### config.mk
export PLATFORM = sky130hd
export DESIGN_NAME = cst_ram
export DESIGN_NICKNAME = d
export VERILOG_FILES = /design/src/hdl/cst_ram.sv
export SDC_FILE = /design/constraint.sdc
export NUM_CORES = 1
export LEC_CHECK = 0
export BUFFER_PORTS_ARGS = -buffer_cell sky130_fd_sc_hd__clkbuf_2
export CORE_ASPECT_RATIO = 1.75
export CORE_MARGIN = 4
export CORE_UTILIZATION = 55
export DETAILED_ROUTE_END_ITERATION = 12
export PLACE_DENSITY = 0.81
export SLEW_MARGIN = 5
export SYNTH_ARGS = -nofsm -noshare
export SYNTH_HDL_FRONTEND = slang
export SYNTH_SLANG_ARGS = --single-unit
### constraint.sdc
create_clock -name i_clk -period 3 [get_ports i_clk]
set_clock_uncertainty 0.1 [all_clocks]
set_input_delay 0.3 -clock i_clk [delete_from_list [all_inputs] [get_ports i_clk]]
set_output_delay 0.3 -clock i_clk [all_outputs]
set_load 0.01 [all_outputs]
### src/hdl/cst_ram.sv
`timescale 1ns / 1ps
// ----------------------------------------------------------------------------
// Cycle signature table RAM
// Simple dual-port memory, one write and one registered read per cycle.
// ----------------------------------------------------------------------------
module cst_ram #(
    parameter int WIDTH = 8,
    parameter int DEPTH = 16
) (
    input  logic                     i_clk,
    input  logic                     i_we,
    input  logic [$clog2(DEPTH)-1:0] i_waddr,
    input  logic [WIDTH-1:0]         i_wdata,
    input  logic [$clog2(DEPTH)-1:0] i_raddr,
    output logic [WIDTH-1:0]         o_rdata
);

    logic [WIDTH-1:0] r_mem [DEPTH];
    logic [WIDTH-1:0] r_rdata;

    // Write port and registered read port.
    always_ff @(posedge i_clk) begin
        if (i_we) begin
            r_mem[i_waddr] <= i_wdata;
        end
        r_rdata <= r_mem[i_raddr];
    end

    assign o_rdata = r_rdata;

endmodule
# [Yosys cells after proc, flatten, opt, wreduce, memory -nomap -nowiden]
# Memories as Yosys holds them, arrays and structs flattened. A register that Yosys moved wholly into a read port is not among the register bits.
# Index checks and enable logic that the tools add are counted.
[classes] mux=2
[op_table] op="$mux W1" count=2
[totals] out_inout_bits=8 ramBits=128 input_bits=18 memories=1 elab_cells=3 ff_bits=0
[mem_list] memory="r_mem" words=16 word_bits=8 read_ports=1 rd_clocked_by_memory_dff=1 write_ports=1 line_no="18" source="logic [WIDTH-1:0] r_mem [DEPTH];"

# [Logic depth before layout (Yosys ltp)]
# Gate-level depths: netlist of run 1.
[depth] depth_word=2 depth_mapped=5 depth_no_buf=3

# [Worst setup path after synthesis of run 1]
# Ideal clock, no wire load.
[synth_path] path_type="input port to flip-flop" startpoint="input i_waddr[2]" endpoint="memory r_mem[0][0] (enable)" setup_slack_ns=1.107 path_stages=2 path_buffers=0 required_time_ns=2.517 arrival_time_ns=1.410 setup_ns=0.383 cell_sequence="or3b_2 nor3_1"
[synth_lines] item="start: declaration" line_no="12" source="input logic [$clog2(DEPTH)-1:0] i_waddr,"
[synth_lines] item="end: declaration" line_no="18"
# No word-level cell before the write port.

# [Worst setup path after layout of run 1]
[layout_path] startpoint="input i_waddr[2]" endpoint="memory r_mem[1][3] (enable)"
# No word-level cell before the write port.

==> flow_summary.yaml, run 1 <==
clock_tree:
  cts_tree: "yes"
  worst_skew_pair.late_latency_ns: 0.41
  cts.sinks: 136
  cts-root-buf: "clkbuf_16"
  cts_setup_buffers: 0
  htree_levels: 4
  ctsResizeCount: 0
  cts_max_path_buffers: 2
  clk_pin_slew_worst_paths_ns: 0.05
  cts_buffers: 17
  holdBufCountCts: 0
sta:
  hold_viol_final: 0
  fmax_mhz: 626
  finalCritPeriodShare_pct: 53.3
  slew_violations: 0
  worst_pin_slew_ns: 1.08
  holdWs_ns: 0.213
  setup_viol: 0
  relSlewSlack_pct: 27.7
  fin_crit_ns: 1.60
  tns_ns: 0
  rsz0062_at_grt: "no"
synthesis:
  yosys_warnings: 0
  synth_ff_type: "edfxtp_1"
  netlist_area_um2: 5150
  yosysTopAreaCellShare_pct: 74.7
  ys_types: 19
  synth_area_leaders: "edfxtp_1 (75%), mux4_2 (7.9%), mux4_1 (7.1%)"
  synth.ff_latch_count: 136
  synthCells: 229
  syn_avg_cell_area_um2: 22.5
  seq_area_frac_synth_pct: 77.8
  synth-edff-count: 128
  async_reset_ff_share_pct: 0
  synth_largest_area_cell: "edfxtp_1"
  synth.net_count: 247
finish:
  num-fill-cells: 625
  drive_gt1_share_pct: 27.6
  multi_input_area_um2: 1060
  diodes: 0
  seqCellArea_um2: 4000
  synthToLayoutAreaGrowth_pct: 16.5
  fin_nets: 288
die:
  fp.coreArea_um2: 9090
  io_pins: 26
  die-area_um2: 11000
  die_h_um: 136
  num_rows: 46
  initial_core_util_pct: 56.6
  die_w_um: 81.1
routing:
  drtIter0Drc: 297
  viasPerCell: 6.02
  antenna_left: 0
  wl_mm: 9.72
  drt_pass1_iterations: 5
  wl_per_cell_um: 24.1
  via_count: 2427
  drc: 0
global_routing:
  antenna_found_initial: 0
  grt_pass1_vias: 2536
  grt_usage_pct: 19.4
  grt_first_pass_wirelength_mm: 14.5
  grt_max_degree: 33
  overflow: 0
power:
  leakagePower_nw: 2.02
  power_density_nw_per_um2: 734
  p_total_w: 0.00440
  max-vdd-ir-drop_v: 0.000496
min_path:
  min_path_type: "input pin to register"
status:
  status: "finished clean"
place:
  place_congestion: 0.812
  hpwl_mm: 5.94
  port_buffers: 25
setup_path:
  crit_path_start_kind: "input pin"
  cp_slowest_cell: "or3b_2"
  critical_path_buf_inv_count: 2
  arrival_ns: 1.62
  cp_data_required_time_ns: 3.02
  max_stage_delay_ns: 0.52
  crit_type: "input pin to register"
  worstPathCellList: "clkbuf_2, or3b_2, nor2_1, buf_4"
  cp_max_fo: 5
  crit_family: "simple AND/OR/NAND/NOR gates"
  crit_path_end_kind: "register"
run:
  max_cap_viol_count: 0
-- cells in the final DEF, fill, tap and decap left out, drive strengths merged --
cell,synthesis,layout
buf,7,7
a22oi,16,16
nand2,9,9
clkinv,0,3
and2b,1,1
nand2b,2,2
dfxtp,8,8
clkbuf,0,49
clkinvlp,0,2
nand3,1,1
or3b,1,1
nor2b,1,1
nor2,13,13
mux4,32,32
edfxtp,128,128
and2,1,1
bufinv,0,3
nand3b,2,2
nor3,4,4
-- sequential cells by signal, summed over array words and instances (netlist names) --
| signal | flops |
|---|---|
| r_mem | 128 |
| o_rdata | 8 |
-- metrics by stage --
stage | area, um2 | util (%) | instances | worst slack, ns
4_1_cts | 6000 | 65.9 | 403 | 1.42
6_report | 6000 | 65.9 | 403 | 1.40
3_5_place_dp | 5400 | 59.4 | 371 | 1.00
5_1_grt | 6000 | 65.9 | 403 | 1.35
2_1_floorplan | 5150 | - | 229 | 1.11
3_3_place_gp | 5400 | 59.4 | 371 | 1.01
-- cells in the mapped netlist (2+ instances only) --
library cell,number
nor2_1,13
nand3b_1,2
mux4_2,18
buf_6,3
buf_2,3
nand2b_1,2
mux4_1,14
nand2_1,9
a22oi_1,16
dfxtp_1,8
edfxtp_1,128
clkdlybuf4s25_2,3
nor3_1,4
-- cell families (layout without fill, tap and decap cells) --
logic type      after synthesis  in the layout  share of synthesized area [%]
compound gates               16             16                           2.33
buf+inv                      10             64                           1.68
simple gates                 35             35                           3.18
mux                          32             32                           15.0
flops                       136            136                           77.8
-- where the power goes --
group	total (W)	internal, W	switching (W)
Combinational	0.000189	0.0000796	0.000109
Sequential	0.00214	0.00213	0.0000126
Clock	0.00208	0.00135	0.000726
-- path summary, 6_finish.rpt --
path / startpoint / end / slack [ns] / cells after the start
setup / recovery: i_waddr[2] / r_mem[1][3] / 1.40 / 4
setup reg to reg: r_mem[1][2] / o_rdata[2] / 1.54 / 3
hold / removal: i_wdata[3] / r_mem[5][3] / 0.21 / 1
hold reg to reg: r_mem[14][2] / o_rdata[2] / 0.57 / 3
-- final cells by class --
type	count	share of cell area (%)
Sequential cell	136	66.8
Multi-Input combinational cell	83	17.6
Clock buffer	24	7.87
Timing Repair Buffer	32	3.17
Tap cell	120	2.50
Clock inverter	8	2.07
-- metal layers --
metal / wire length, um / GRT usage [%] / part of all wire [%]
met5: 0 / 0 / 0
met1: 3650 / 23.1 / 38
met2: 5230 / 32.0 / 54
met4: 294 / 10.1 / 3.0
met3: 552 / 5.37 / 5.7
(Power assumes the default switching activity.)
==> run 2: changes to the inputs <==
==> constraint.sdc (replaced) <==
create_clock -name i_clk -period 1.53 [get_ports i_clk]
set_clock_uncertainty 0.1 [all_clocks]
set_input_delay 0.153 -clock i_clk [delete_from_list [all_inputs] [get_ports i_clk]]
set_output_delay 0.153 -clock i_clk [all_outputs]
set_load 0.01 [all_outputs]
==> run 2 against run 1 <==
First-iteration DRC count is 14% lower. Clock-buffer cell count decreased by 6. Routed wire length shrank 1.2%. Non-clock buffer count rose by 20. Clock power increased by 89%. Cell count up 5.0%. Sequential power up 96%. Core utilization rose by 1.8 points. Sequential cell count stayed put. Cell area increased by 2.7%. Via count rose by 2.4%. Highest routed layer unchanged.
==> flow_summary.yaml, run 2 (synthesis gave the netlist of run 1 again) <==
power:
  max-vdd-ir-drop_v: 0.00100
  power_density_nw_per_um2: 1390
  leakagePower_nw: 2.14
setup_path:
  crit_path_start: "r_mem[1][2]"
  cp_data_required_time_ns: 1.73
  r2r_slack_ns: 0.06
  arrival_ns: 1.67
  crit_path_end_kind: "register"
  crit_type: "register to register"
  r2r_start: "r_mem[1][2]"
  cp_max_fo: 1
  r2r.worst_path.cells: 3
  crit_path_start_kind: "register"
min_path:
  min_path_type: "input pin to register"
  worstHoldStart: "i_wdata[2]"
  whs_path_depth: 1
die:
  fp.coreArea_um2: 9090
  die-area_um2: 11000
  initial_core_util_pct: 56.6
  num_rows: 46
  io_pins: 26
  die_w_um: 81.1
  die_h_um: 136
finish:
  num-fill-cells: 610
  layout.cells.non_filler: 423
  final_common_cell: "edfxtp_1"
  largest_reg_flops: 128
  diodes: 0
  fin_nets: 308
  top_register: "r_mem"
  drive_gt1_share_pct: 33.7
  seqCellArea_um2: 4000
  multi_input_area_um2: 1060
  synthToLayoutAreaGrowth_pct: 19.6
  stdcell_area_um2: 6160
  final_cell_mix: "edfxtp_1 (128), clkbuf_2 (25), buf_4 (24)"
place:
  post_dp_cell_area_um2: 5580
  hpwl_mm: 6.25
  place_congestion: 0.825
  dp.cells: 391
  port_buffers: 25
clock_tree:
  cts.sinks: 136
  htree_levels: 4
  cts-root-buf: "clkbuf_16"
  cts_buffers: 17
  ctsResizeCount: 0
  clk_pin_slew_worst_paths_ns: 0.06
  cts_setup_buffers: 0
  holdBufCountCts: 0
  worst_skew_pair.late_latency_ns: 0.42
  cts_tree: "yes"
  cts_max_path_buffers: 2
sta:
  slew_violations: 0
  setup_viol: 0
  hold_viol_final: 0
  rsz0062_at_grt: "no"
  fmax_mhz: 683
  fin_crit_ns: 1.47
  worst_pin_slew_ns: 0.432
  relSlewSlack_pct: 71.2
  finalCritPeriodShare_pct: 95.8
routing:
  drtIter0Drc: 255
  wl_per_cell_um: 22.7
  wl_mm: 9.61
  drt_pass1_iterations: 4
  viasPerCell: 5.88
  antenna_left: 0
  via_count: 2486
  drc: 0
global_routing:
  grt_usage_pct: 20.4
  grt_max_degree: 33
  grt_pass1_vias: 2626
  grt_first_pass_wirelength_mm: 15.2
  antenna_found_initial: 0
  overflow: 0
status:
  status: "finished clean"
run:
  max_cap_viol_count: 0
==> run 2: cell types whose count changed in the layout (fill, tap and decap cells not counted), moves of 2 or more <==
| cell | previous run | this run |
|---|---|---|
| inv_6 | 0 | 4 |
| clkinv_4 | 1 | 3 |
| clkbuf_1 | 5 | 1 |
| clkbuf_8 | 2 | 0 |
| buf_12 | 1 | 3 |
| buf_4 | 6 | 24 |
==> run 2: per-layer routing <==
layer / share of wire [%] / track usage [%]
met2: 55 / 33.3
met3: 5.4 / 7.63
met1: 37 / 24.4
met4: 2.0 / 8.36
met5: 0 / 0
==> run 2: worst max-delay path, cell delays in order, from the launching register on <==
cell,delay [ns]
edfxtp_1,0.37
mux4_1,0.53
a22oi_1,0.24
nand2_1,0.11
==> run 2: layout make-up <==
| type | instances | share of cell area (%) |
|---|---|---|
| Sequential cell | 136 | 65.0 |
| Multi-Input combinational cell | 83 | 17.2 |
| Clock buffer | 18 | 6.97 |
| Timing Repair Buffer | 52 | 5.93 |
| Tap cell | 120 | 2.44 |
| Clock inverter | 14 | 2.40 |
==> run 2: path summary, 6_finish.rpt <==
check | to
min reg2reg | o_rdata[3]
max reg2reg | o_rdata[2]
min | r_mem[5][2]
max | o_rdata[2]
==> run 2: metrics by stage <==
step	total power (W)	TNS, ns	utilization, %	hold slack (ns)	worst slack [ns]
after floorplan	0.00448	0	-	0.152	0.0109
after global placement	0.00466	-0.535	61.4	0.450	-0.130
after detailed placement	0.00468	-0.802	61.4	0.451	-0.152
after CTS	0.00861	0	67.7	0.0456	0.0426
after global routing	0.00880	0	67.7	0.0817	0.0120
final	0.00853	0	67.7	0.0600	0.0650
==> run 2: report_power, final <==
group | switching [W] | internal [W]
registers | 0.0000223 | 0.00417
logic | 0.000223 | 0.000179
clock network | 0.00154 | 0.00241
